**src/running_sample_statistics_core_defines.svh**
```systemverilog
// ----------------------------------------------------------------------------
// running sample statistics: assertion macros
// Concurrent check wrappers, empty when SYNTHESIS is defined.
// ----------------------------------------------------------------------------
`ifndef RUNNING_SAMPLE_STATISTICS_CORE_DEFINES_SVH
`define RUNNING_SAMPLE_STATISTICS_CORE_DEFINES_SVH

`ifndef SYNTHESIS
// checked outside reset
`define RSS_ASSERT(lbl, prop, msg) \
  lbl: assert property (@(posedge clk) disable iff (rst) prop) else $error(msg);
// checked on every edge, reset included
`define RSS_ASSERT_ALWAYS(lbl, prop, msg) \
  lbl: assert property (@(posedge clk) prop) else $error(msg);
`else
`define RSS_ASSERT(lbl, prop, msg)
`define RSS_ASSERT_ALWAYS(lbl, prop, msg)
`endif

`endif

```
**src/rss_pkg.sv**
```systemverilog
// ----------------------------------------------------------------------------
// rss_pkg
// Shared constants, types and state encoding for the sample statistics core.
// ----------------------------------------------------------------------------
package rss_pkg;

  localparam int MAX_SAMPLES_DEF = 4096;
  localparam int QUEUE_DEPTH     = 2;

  localparam int SAMPLE_W    = 16;
  localparam int VARIANCE_W  = 31;
  localparam int COUNT_OUT_W = 13;

  localparam logic signed [SAMPLE_W-1:0] SAMPLE_MAX = 16'sh7fff;
  localparam logic signed [SAMPLE_W-1:0] SAMPLE_MIN = 16'sh8000;

  typedef enum logic [2:0] {
    BK_IDLE,
    BK_LOAD,
    BK_DIV_AVG,
    BK_DIV_MSQ,
    BK_DIV_VAR,
    BK_DONE
  } back_state_t;

  typedef struct packed {
    logic busy;
    logic done;
  } div_status_t;

endpackage

```
**src/rss_front.sv**
```systemverilog
// ----------------------------------------------------------------------------
// rss_front
// Sample intake: squares each sample, then folds it into the running
// min, max, sum, sum of squares and count; pushes a record per closed set.
// ----------------------------------------------------------------------------
module rss_front import rss_pkg::*; #(
  parameter int MAX_SAMPLES = MAX_SAMPLES_DEF
) (
  input  logic                    clk,
  input  logic                    rst,
  input  logic signed [15:0]      sample,
  input  logic                    last,
  input  logic                    in_valid,
  output logic                    in_ready,
  input  logic                    q_full,
  output logic                    rec_push,
  output logic signed [15:0]      rec_min,
  output logic signed [15:0]      rec_max,
  output logic signed [17+$clog2(MAX_SAMPLES)-1:0] rec_sum,
  output logic [31+$clog2(MAX_SAMPLES)-1:0]        rec_sumsq,
  output logic [$clog2(MAX_SAMPLES+1)-1:0]         rec_count,
  output logic                    rec_too_many
);

  localparam int LW  = $clog2(MAX_SAMPLES);
  localparam int CW  = $clog2(MAX_SAMPLES + 1);
  localparam int SW  = 17 + LW;
  localparam int SQW = 31 + LW;
  localparam logic [CW-1:0] CNT_LIMIT = CW'(MAX_SAMPLES);

  // square stage
  logic               s1_valid;
  logic signed [15:0] s1_x;
  logic [30:0]        s1_sq;
  logic               s1_last;
  logic signed [31:0] prod;
  logic               consume;

  // running state
  logic [CW-1:0]        count;
  logic signed [15:0]   running_min;
  logic signed [15:0]   running_max;
  logic signed [SW-1:0] running_sum;
  logic [SQW-1:0]       running_sumsq;
  logic                 too_many;

  logic                 full;
  logic [CW-1:0]        count_next;
  logic signed [15:0]   running_min_next;
  logic signed [15:0]   running_max_next;
  logic signed [SW-1:0] running_sum_next;
  logic [SQW-1:0]       running_sumsq_next;
  logic                 too_many_next;

  assign prod     = sample * sample;
  assign consume  = s1_valid && (!s1_last || !q_full);
  assign in_ready = !s1_valid || consume;

  always_ff @(posedge clk) begin
    if (rst) begin
      s1_valid <= 1'b0;
    end else if (in_valid && in_ready) begin
      s1_valid <= 1'b1;
    end else if (consume) begin
      s1_valid <= 1'b0;
    end
  end

  always_ff @(posedge clk) begin
    if (in_valid && in_ready) begin
      s1_x    <= sample;
      s1_sq   <= prod[30:0];
      s1_last <= last;
    end
  end

  // a sample beyond the limit only marks the set as too long
  always_comb begin
    full               = (count == CNT_LIMIT);
    count_next         = count;
    running_min_next   = running_min;
    running_max_next   = running_max;
    running_sum_next   = running_sum;
    running_sumsq_next = running_sumsq;
    too_many_next      = too_many | full;
    if (!full) begin
      count_next         = count + 1'b1;
      running_sum_next   = running_sum + {{(SW-16){s1_x[15]}}, s1_x};
      running_sumsq_next = running_sumsq + {{(SQW-31){1'b0}}, s1_sq};
      if (s1_x < running_min) begin
        running_min_next = s1_x;
      end
      if (s1_x > running_max) begin
        running_max_next = s1_x;
      end
    end
  end

  always_ff @(posedge clk) begin
    if (rst) begin
      count         <= '0;
      running_min   <= SAMPLE_MAX;
      running_max   <= SAMPLE_MIN;
      running_sum   <= '0;
      running_sumsq <= '0;
      too_many      <= 1'b0;
    end else if (consume) begin
      if (s1_last) begin
        count         <= '0;
        running_min   <= SAMPLE_MAX;
        running_max   <= SAMPLE_MIN;
        running_sum   <= '0;
        running_sumsq <= '0;
        too_many      <= 1'b0;
      end else begin
        count         <= count_next;
        running_min   <= running_min_next;
        running_max   <= running_max_next;
        running_sum   <= running_sum_next;
        running_sumsq <= running_sumsq_next;
        too_many      <= too_many_next;
      end
    end
  end

  assign rec_push     = consume && s1_last;
  assign rec_min      = running_min_next;
  assign rec_max      = running_max_next;
  assign rec_sum      = running_sum_next;
  assign rec_sumsq    = running_sumsq_next;
  assign rec_count    = count_next;
  assign rec_too_many = too_many_next;

endmodule

```
**src/rss_fifo.sv**
```systemverilog
// ----------------------------------------------------------------------------
// rss_fifo
// Small register queue of closed-set records between intake and back end.
// ----------------------------------------------------------------------------
module rss_fifo import rss_pkg::*; #(
  parameter int WIDTH = 8,
  parameter int DEPTH = QUEUE_DEPTH
) (
  input  logic             clk,
  input  logic             rst,
  input  logic             push,
  input  logic [WIDTH-1:0] push_data,
  output logic             full,
  input  logic             pop,
  output logic [WIDTH-1:0] pop_data,
  output logic             empty
);

  localparam int PW = (DEPTH > 1) ? $clog2(DEPTH) : 1;
  localparam int NW = $clog2(DEPTH + 1);

  logic [WIDTH-1:0] entries [DEPTH];
  logic [PW-1:0]    wr_ptr;
  logic [PW-1:0]    rd_ptr;
  logic [NW-1:0]    fill;

  assign full     = (fill == NW'(DEPTH));
  assign empty    = (fill == '0);
  assign pop_data = entries[rd_ptr];

  always_ff @(posedge clk) begin
    if (push) begin
      entries[wr_ptr] <= push_data;
    end
  end

  always_ff @(posedge clk) begin
    if (rst) begin
      wr_ptr <= '0;
      rd_ptr <= '0;
      fill   <= '0;
    end else begin
      if (push) begin
        wr_ptr <= (wr_ptr == PW'(DEPTH - 1)) ? '0 : wr_ptr + 1'b1;
      end
      if (pop) begin
        rd_ptr <= (rd_ptr == PW'(DEPTH - 1)) ? '0 : rd_ptr + 1'b1;
      end
      if (push && !pop) begin
        fill <= fill + 1'b1;
      end else if (pop && !push) begin
        fill <= fill - 1'b1;
      end
    end
  end

endmodule

```
**src/rss_divider.sv**
```systemverilog
// ----------------------------------------------------------------------------
// rss_divider
// Unsigned restoring divider, one quotient bit per cycle.
// ----------------------------------------------------------------------------
module rss_divider import rss_pkg::*; #(
  parameter int DW = 32,
  parameter int NW = 13
) (
  input  logic          clk,
  input  logic          rst,
  input  logic          start,
  input  logic [DW-1:0] dividend,
  input  logic [NW-1:0] divisor,
  output div_status_t   status,
  output logic [DW-1:0] quotient
);

  localparam int SCW = $clog2(DW + 1);

  logic [DW-1:0]  quo;
  logic [NW-1:0]  rem;
  logic [NW-1:0]  dvs;
  logic [SCW-1:0] steps;
  logic           busy;
  logic           done;
  logic [NW:0]    shifted;
  logic [NW:0]    diff;
  logic           ge;

  assign shifted = {rem, quo[DW-1]};
  assign ge      = (shifted >= {1'b0, dvs});
  assign diff    = shifted - {1'b0, dvs};

  always_ff @(posedge clk) begin
    if (rst) begin
      busy  <= 1'b0;
      done  <= 1'b0;
      steps <= '0;
    end else if (start) begin
      busy  <= 1'b1;
      done  <= 1'b0;
      steps <= SCW'(DW);
    end else if (busy) begin
      steps <= steps - 1'b1;
      if (steps == SCW'(1)) begin
        busy <= 1'b0;
        done <= 1'b1;
      end
    end else begin
      done <= 1'b0;
    end
  end

  always_ff @(posedge clk) begin
    if (start) begin
      quo <= dividend;
      rem <= '0;
      dvs <= divisor;
    end else if (busy) begin
      quo <= {quo[DW-2:0], ge};
      rem <= ge ? diff[NW-1:0] : shifted[NW-1:0];
    end
  end

  assign status.busy = busy;
  assign status.done = done;
  assign quotient    = quo;

endmodule

```
**src/rss_back.sv**
```systemverilog
// ----------------------------------------------------------------------------
// rss_back
// Result sequencer: takes one record, runs the mean and variance divisions
// on a shared divider and hands the result to the output register.
// ----------------------------------------------------------------------------
`include "running_sample_statistics_core_defines.svh"

module rss_back import rss_pkg::*; #(
  parameter int MAX_SAMPLES = MAX_SAMPLES_DEF
) (
  input  logic                    clk,
  input  logic                    rst,
  input  logic                    q_empty,
  output logic                    q_pop,
  input  logic signed [15:0]      rec_min,
  input  logic signed [15:0]      rec_max,
  input  logic signed [17+$clog2(MAX_SAMPLES)-1:0] rec_sum,
  input  logic [31+$clog2(MAX_SAMPLES)-1:0]        rec_sumsq,
  input  logic [$clog2(MAX_SAMPLES+1)-1:0]         rec_count,
  input  logic                    rec_too_many,
  output logic                    out_valid,
  input  logic                    out_ready,
  output logic signed [15:0]      smallest,
  output logic signed [15:0]      largest,
  output logic signed [15:0]      average,
  output logic [VARIANCE_W-1:0]   variance,
  output logic [COUNT_OUT_W-1:0]  sample_count,
  output logic                    overflow
);

  localparam int LW  = $clog2(MAX_SAMPLES);
  localparam int CW  = $clog2(MAX_SAMPLES + 1);
  localparam int SW  = 17 + LW;
  localparam int SQW = 31 + LW;
  localparam int MW  = SW - 1;
  localparam int DW  = 2 * MW;

  back_state_t state;
  back_state_t state_next;

  logic signed [15:0] w_min;
  logic signed [15:0] w_max;
  logic               w_neg;
  logic [MW-1:0]      w_abs;
  logic [SQW-1:0]     w_sumsq;
  logic [CW-1:0]      w_cnt;
  logic               w_tm;
  logic [DW-1:0]      sq_reg;
  logic [15:0]        avg_reg;

  logic [SW-1:0]      sum_abs;
  logic [15:0]        q_low;
  logic [CW+12:0]     cnt_wide;

  logic               div_start;
  logic [DW-1:0]      div_dividend;
  div_status_t        div_st;
  logic [DW-1:0]      div_quo;
  logic               out_load;

  assign sum_abs  = rec_sum[SW-1] ? (~rec_sum + 1'b1) : rec_sum;
  assign q_low    = div_quo[15:0];
  assign cnt_wide = {13'd0, w_cnt};

  rss_divider #(
    .DW (DW),
    .NW (CW)
  ) u_div (
    .clk      (clk),
    .rst      (rst),
    .start    (div_start),
    .dividend (div_dividend),
    .divisor  (w_cnt),
    .status   (div_st),
    .quotient (div_quo)
  );

  always_comb begin
    state_next = state;
    case (state)
      BK_IDLE: begin
        if (!q_empty) begin
          state_next = BK_LOAD;
        end
      end
      BK_LOAD: state_next = BK_DIV_AVG;
      BK_DIV_AVG: begin
        if (div_st.done) begin
          state_next = BK_DIV_MSQ;
        end
      end
      BK_DIV_MSQ: begin
        if (div_st.done) begin
          state_next = BK_DIV_VAR;
        end
      end
      BK_DIV_VAR: begin
        if (div_st.done) begin
          state_next = BK_DONE;
        end
      end
      BK_DONE: begin
        if (!out_valid || out_ready) begin
          state_next = BK_IDLE;
        end
      end
      default: state_next = BK_IDLE;
    endcase
  end

  always_comb begin
    q_pop        = 1'b0;
    div_start    = 1'b0;
    div_dividend = '0;
    out_load     = 1'b0;
    case (state)
      BK_IDLE: q_pop = !q_empty;
      BK_LOAD: begin
        div_start    = 1'b1;
        div_dividend = {{(DW-MW){1'b0}}, w_abs};
      end
      BK_DIV_AVG: begin
        div_start    = div_st.done;
        div_dividend = sq_reg;
      end
      BK_DIV_MSQ: begin
        // sumsq minus floor(sum^2 / n) is never negative
        div_start    = div_st.done;
        div_dividend = {{(DW-SQW){1'b0}}, w_sumsq} - div_quo;
      end
      BK_DIV_VAR: begin
      end
      BK_DONE: out_load = !out_valid || out_ready;
      default: begin
      end
    endcase
  end

  always_ff @(posedge clk) begin
    if (rst) begin
      state <= BK_IDLE;
    end else begin
      state <= state_next;
    end
  end

  always_ff @(posedge clk) begin
    if (q_pop) begin
      w_min   <= rec_min;
      w_max   <= rec_max;
      w_neg   <= rec_sum[SW-1];
      w_abs   <= sum_abs[MW-1:0];
      w_sumsq <= rec_sumsq;
      w_cnt   <= rec_count;
      w_tm    <= rec_too_many;
    end
    if (state == BK_LOAD) begin
      sq_reg <= w_abs * w_abs;
    end
    // mean truncates toward zero: divide the magnitude, restore the sign
    if (state == BK_DIV_AVG && div_st.done) begin
      avg_reg <= w_neg ? (~q_low + 16'd1) : q_low;
    end
  end

  always_ff @(posedge clk) begin
    if (rst) begin
      out_valid <= 1'b0;
    end else if (out_load) begin
      out_valid <= 1'b1;
    end else if (out_ready) begin
      out_valid <= 1'b0;
    end
  end

  always_ff @(posedge clk) begin
    if (out_load) begin
      smallest     <= w_min;
      largest      <= w_max;
      average      <= avg_reg;
      variance     <= div_quo[VARIANCE_W-1:0];
      sample_count <= cnt_wide[COUNT_OUT_W-1:0];
      overflow     <= w_tm;
    end
  end

  `RSS_ASSERT(a_start_not_busy, div_start |-> !div_st.busy, "divider restarted mid-division")
  `RSS_ASSERT(a_load_free, out_load |-> (!out_valid || out_ready), "result register overwritten")
  `RSS_ASSERT_ALWAYS(a_idle_quiet, (state == BK_IDLE) |-> !div_st.busy, "divider busy while idle")

endmodule

```
**src/running_sample_statistics_core.sv**
```systemverilog
// ----------------------------------------------------------------------------
// running_sample_statistics_core
// Running min, max, mean and variance over sets of signed 16-bit samples.
// ----------------------------------------------------------------------------
// Usage: samples enter on sample/last with in_valid/in_ready, one request per
// cycle while in_ready is high; last closes the set. For each closed set one
// result leaves on out_valid/out_ready: minimum, maximum, mean and variance
// (both truncated toward zero), count (saturating at MAX_SAMPLES) and an
// overflow flag. Samples past MAX_SAMPLES only set overflow; the last one
// still closes. Intake squares a sample, then accumulates it; it takes a
// sample every cycle as long as the record queue (QUEUE_DEPTH sets) has room.
// The back end works on one set at a time with a shared bit-serial divider
// of DW = 2*(16+clog2(MAX_SAMPLES)) bits; it runs the mean, sum^2/n and
// variance divisions in turn and takes the next set only after its result
// is loaded into the output register.
// Reset empties the queue and clears the running state; no result is
// pending after it. A stalled receiver holds the result register, the back
// end waits with the next set done, then the queue fills and in_ready drops.
// ----------------------------------------------------------------------------
module running_sample_statistics_core import rss_pkg::*; #(
  parameter int MAX_SAMPLES = MAX_SAMPLES_DEF
) (
  input  logic                   clk,
  input  logic                   rst,
  input  logic signed [15:0]     sample,
  input  logic                   last,
  input  logic                   in_valid,
  output logic                   in_ready,
  output logic signed [15:0]     smallest,
  output logic signed [15:0]     largest,
  output logic signed [15:0]     average,
  output logic [VARIANCE_W-1:0]  variance,
  output logic [COUNT_OUT_W-1:0] sample_count,
  output logic                   overflow,
  output logic                   out_valid,
  input  logic                   out_ready
);

  localparam int LW  = $clog2(MAX_SAMPLES);
  localparam int CW  = $clog2(MAX_SAMPLES + 1);
  localparam int SW  = 17 + LW;
  localparam int SQW = 31 + LW;
  localparam int RW  = 1 + CW + SQW + SW + 32;

  logic                 f_push;
  logic signed [15:0]   f_min;
  logic signed [15:0]   f_max;
  logic signed [SW-1:0] f_sum;
  logic [SQW-1:0]       f_sumsq;
  logic [CW-1:0]        f_count;
  logic                 f_tm;

  logic [RW-1:0]        q_in;
  logic [RW-1:0]        q_out;
  logic                 q_full;
  logic                 q_empty;
  logic                 q_pop;

  rss_front #(
    .MAX_SAMPLES (MAX_SAMPLES)
  ) u_front (
    .clk          (clk),
    .rst          (rst),
    .sample       (sample),
    .last         (last),
    .in_valid     (in_valid),
    .in_ready     (in_ready),
    .q_full       (q_full),
    .rec_push     (f_push),
    .rec_min      (f_min),
    .rec_max      (f_max),
    .rec_sum      (f_sum),
    .rec_sumsq    (f_sumsq),
    .rec_count    (f_count),
    .rec_too_many (f_tm)
  );

  assign q_in = {f_tm, f_count, f_sumsq, f_sum, f_max, f_min};

  rss_fifo #(
    .WIDTH (RW),
    .DEPTH (QUEUE_DEPTH)
  ) u_queue (
    .clk       (clk),
    .rst       (rst),
    .push      (f_push),
    .push_data (q_in),
    .full      (q_full),
    .pop       (q_pop),
    .pop_data  (q_out),
    .empty     (q_empty)
  );

  rss_back #(
    .MAX_SAMPLES (MAX_SAMPLES)
  ) u_back (
    .clk          (clk),
    .rst          (rst),
    .q_empty      (q_empty),
    .q_pop        (q_pop),
    .rec_min      (q_out[15:0]),
    .rec_max      (q_out[31:16]),
    .rec_sum      (q_out[SW+31:32]),
    .rec_sumsq    (q_out[SQW+SW+31:SW+32]),
    .rec_count    (q_out[CW+SQW+SW+31:SQW+SW+32]),
    .rec_too_many (q_out[RW-1]),
    .out_valid    (out_valid),
    .out_ready    (out_ready),
    .smallest     (smallest),
    .largest      (largest),
    .average      (average),
    .variance     (variance),
    .sample_count (sample_count),
    .overflow     (overflow)
  );

endmodule
```
**config.mk**
```make
export PLATFORM = sky130hd
export DESIGN_NAME = running_sample_statistics_core
export DESIGN_NICKNAME = d
export VERILOG_FILES = /design/src/rss_pkg.sv /design/src/rss_front.sv /design/src/rss_fifo.sv /design/src/rss_divider.sv /design/src/rss_back.sv /design/src/running_sample_statistics_core.sv
export VERILOG_INCLUDE_DIRS = /design/src /design/src/src
export SDC_FILE = /design/constraint.sdc
export NUM_CORES = 2
export LEC_CHECK = 0
export ABC_CLOCK_PERIOD_IN_PS = 14100
export BUFFER_PORTS_ARGS = -buffer_cell sky130_fd_sc_hd__buf_2
export CAP_MARGIN = 40
export CORE_MARGIN = 1.5
export CORE_UTILIZATION = 33
export DETAILED_ROUTE_END_ITERATION = 8
export GPL_ROUTABILITY_DRIVEN = 0
export PLACE_DENSITY = 0.45
export SETUP_SLACK_MARGIN = 0.4
export SYNTH_ARGS = -nofsm -noshare
export SYNTH_HDL_FRONTEND = slang
export SYNTH_SLANG_ARGS = --single-unit
```
**constraint.sdc**
```tcl
create_clock -name clk -period 14.1 [get_ports clk]
set_input_delay 0.705 -clock clk [delete_from_list [all_inputs] [get_ports clk]]
set_output_delay 0.705 -clock clk [all_outputs]
set_load 0.02 [all_outputs]
```
==> metrics <==
outcome finished clean; Top FF cell, synth edfxtp_1; Buf/Inv on CP 6; DRC 0; share of layout cells above drive strength 1 0.0789; Post-DP HPWL 137,000 um; Setup Skew 0.0629 ns; via count 44,300; initial antenna violation count 6; ANT nets after route 0; unique cell type count in the Yosys netlist 94; PortBufs 115; Post-CTS Hold Buffers 0; RSZ-0062 raised after global routing no; Max-cap violations 0; Slowest-stage cell, CP fa_1; WP data required 14.56 ns; initial core utilization 0.332; total die area 0.206 mm^2; Ys Warns 0; H-tree Lvls 3; Post-Syn Area 0.0672 mm^2; Row Count 165; Setup crit start kind flip-flop; relative max-transition margin 0.322; Seq/Total Area, Yosys 0.327; Post-CTS Setup Repair Bufs 0; Max Slew Vio Count 0; Area Overhead vs Synth 10.7%; Die X 454 um; commonest cells after routing, fill and taps aside 1,227 x inv_1, 837 x fa_1, 633 x edfxtp_1, 536 x nand2_1, 453 x ha_1; max reg flops 236; final core occ 0.368; gr ovfl total 0; Final Hold Fails 0; fill count 20,200; vias in the first global route 46,400; hold crit path type input port to flip-flop; crit path capture type flip-flop; final wirelength 182,000 um; syn avg cell area 10.6 um^2; Post-synth EDFFs 633; Tmin final 8.01 ns; Worst EP arrival 8.47 ns; worst-path fanout max 25; Die H 454 um; Ports 116; worst-margin pin slew 1.00 ns; Worst-Skew Late Latency 0.74 ns; first-pass GRT wire length 279,000 um; cts repair resizes 0; most common cell after layout, fill and taps aside inv_1; FF-to-FF setup slack 6.09 ns; Crit path max-delay family adder cells; final setup fails 0; clock buffer depth 3; cts bufs inserted 92; FF/Latch Area 0.0220 mm^2; highest cell delay on the worst timing path 0.55 ns; setup_tns 0 ns; crit path kind flip-flop to flip-flop; area of the core 0.202 mm^2; drt first pass iters 5; register bit total from synthesis 782; FFs w/ async S/R, synth 0; initial DRC count 2,868; crit-path most repeated cell fa_1; vias per cell 4.84; CTS Sinks 782; highest clock rate 0.125 GHz; syn nets 7,659; Mapped Cells 6,348; fin nets 7,707; GRT Resource Usage Total 0.178; final worst path period share 0.568; Avg WL per Cell 19.9 um; largest net degree at the start of global routing 71; CTS tree built; CTS root buf clkbuf_16; area of the multi-input gates 0.0398 mm^2; clock slew at reported path FFs 0.06 ns; final worst slack 6.09 ns; pre-CTS WS 6.13 ns
logic make-up (layout without fill, tap and decap cells):
kind of cell,count (synthesis),count (layout),share of synthesized area
buffers and inverters,1469,1597,0.0823
DFF,782,782,0.327
AOI/OAI and AO/OA,971,971,0.0956
and+or+nand+nor,1389,1389,0.0985
other,0,5,0
muxes,156,156,0.0253
xor gates and xnor gates,291,291,0.0379
adders and majority gates,1290,1290,0.334
final timing paths:
path | start | to | cells after the start
hold / removal | last | u_front.s1_last | 1
setup / recovery | u_back.w_abs[3] | u_back.sq_reg[53] | 26
setup reg to reg | u_back.w_abs[3] | u_back.sq_reg[53] | 26
hold reg to reg | u_back.avg_reg[9] | u_back.average[9] | 0
worst reg2reg max path: cells and delay by family (launching register included):
kind	cells	cell delay, ns
adder cells (fa/ha/maj)	8	3.82
AO/OA/AOI/OAI	8	1.96
buffers and inverters	6	0.92
AND/OR/NAND/NOR	3	0.63
flip-flops	1	0.33
XOR/XNOR	1	0.09
cell type report:
type                            instances  share of cell area
Clock buffer                          121              0.0341
Multi-Input combinational cell       4097               0.535
Clock inverter                         53              0.0113
Inverter                             1231              0.0621
Antenna cell                            5            0.000168
Tap cell                             2672              0.0449
Timing Repair Buffer                  192              0.0174
Sequential cell                       782               0.295
metrics by stage:
stage | cell area (um^2) | hold slack (ns) | instances
detailed placement | 71000 | 0.405 | 8973
CTS | 74400 | 0.156 | 9147
floorplan | 67200 | 0.400 | 6348
global placement | 70800 | 0.403 | 8960
finish | 74500 | 0.210 | 9153
global route | 74400 | 0.161 | 9149
cells in the mapped netlist, types with 30 or more instances:
cell type  instances  area share
nand3_1           78      0.0058
a21o_1           142       0.016
mux2i_1           47      0.0070
fa_1             837        0.25
and3_1            37      0.0034
nand2b_1          47      0.0044
dfxtp_1          149       0.044
nand2_1          536       0.030
nor2_1           270       0.015
edfxtp_1         633        0.28
a21oi_1          258       0.019
clkbuf_1         213       0.012
xnor2_1          186       0.024
nor2b_1           35      0.0033
a22oi_1           63      0.0070
nor3_1            45      0.0033
nand4_1           37      0.0034
xor2_1           105       0.014
mux2_2           109       0.018
ha_1             453       0.084
o21bai_1          30      0.0033
o21ai_0          204       0.015
and2_1           228       0.021
inv_1           1229       0.069
per-layer routing:
metal,global-route usage,routed length [um],up-vias
met5,0,19,-
met4,0.0430,4460,2
met3,0.0228,6950,205
met2,0.291,84900,843
met1,0.248,86100,22400
li1,-,-,20900
Power is left out: the tool's default activity adds up to more than one toggle a clock period on the data nets, which glitch-free logic cannot reach.
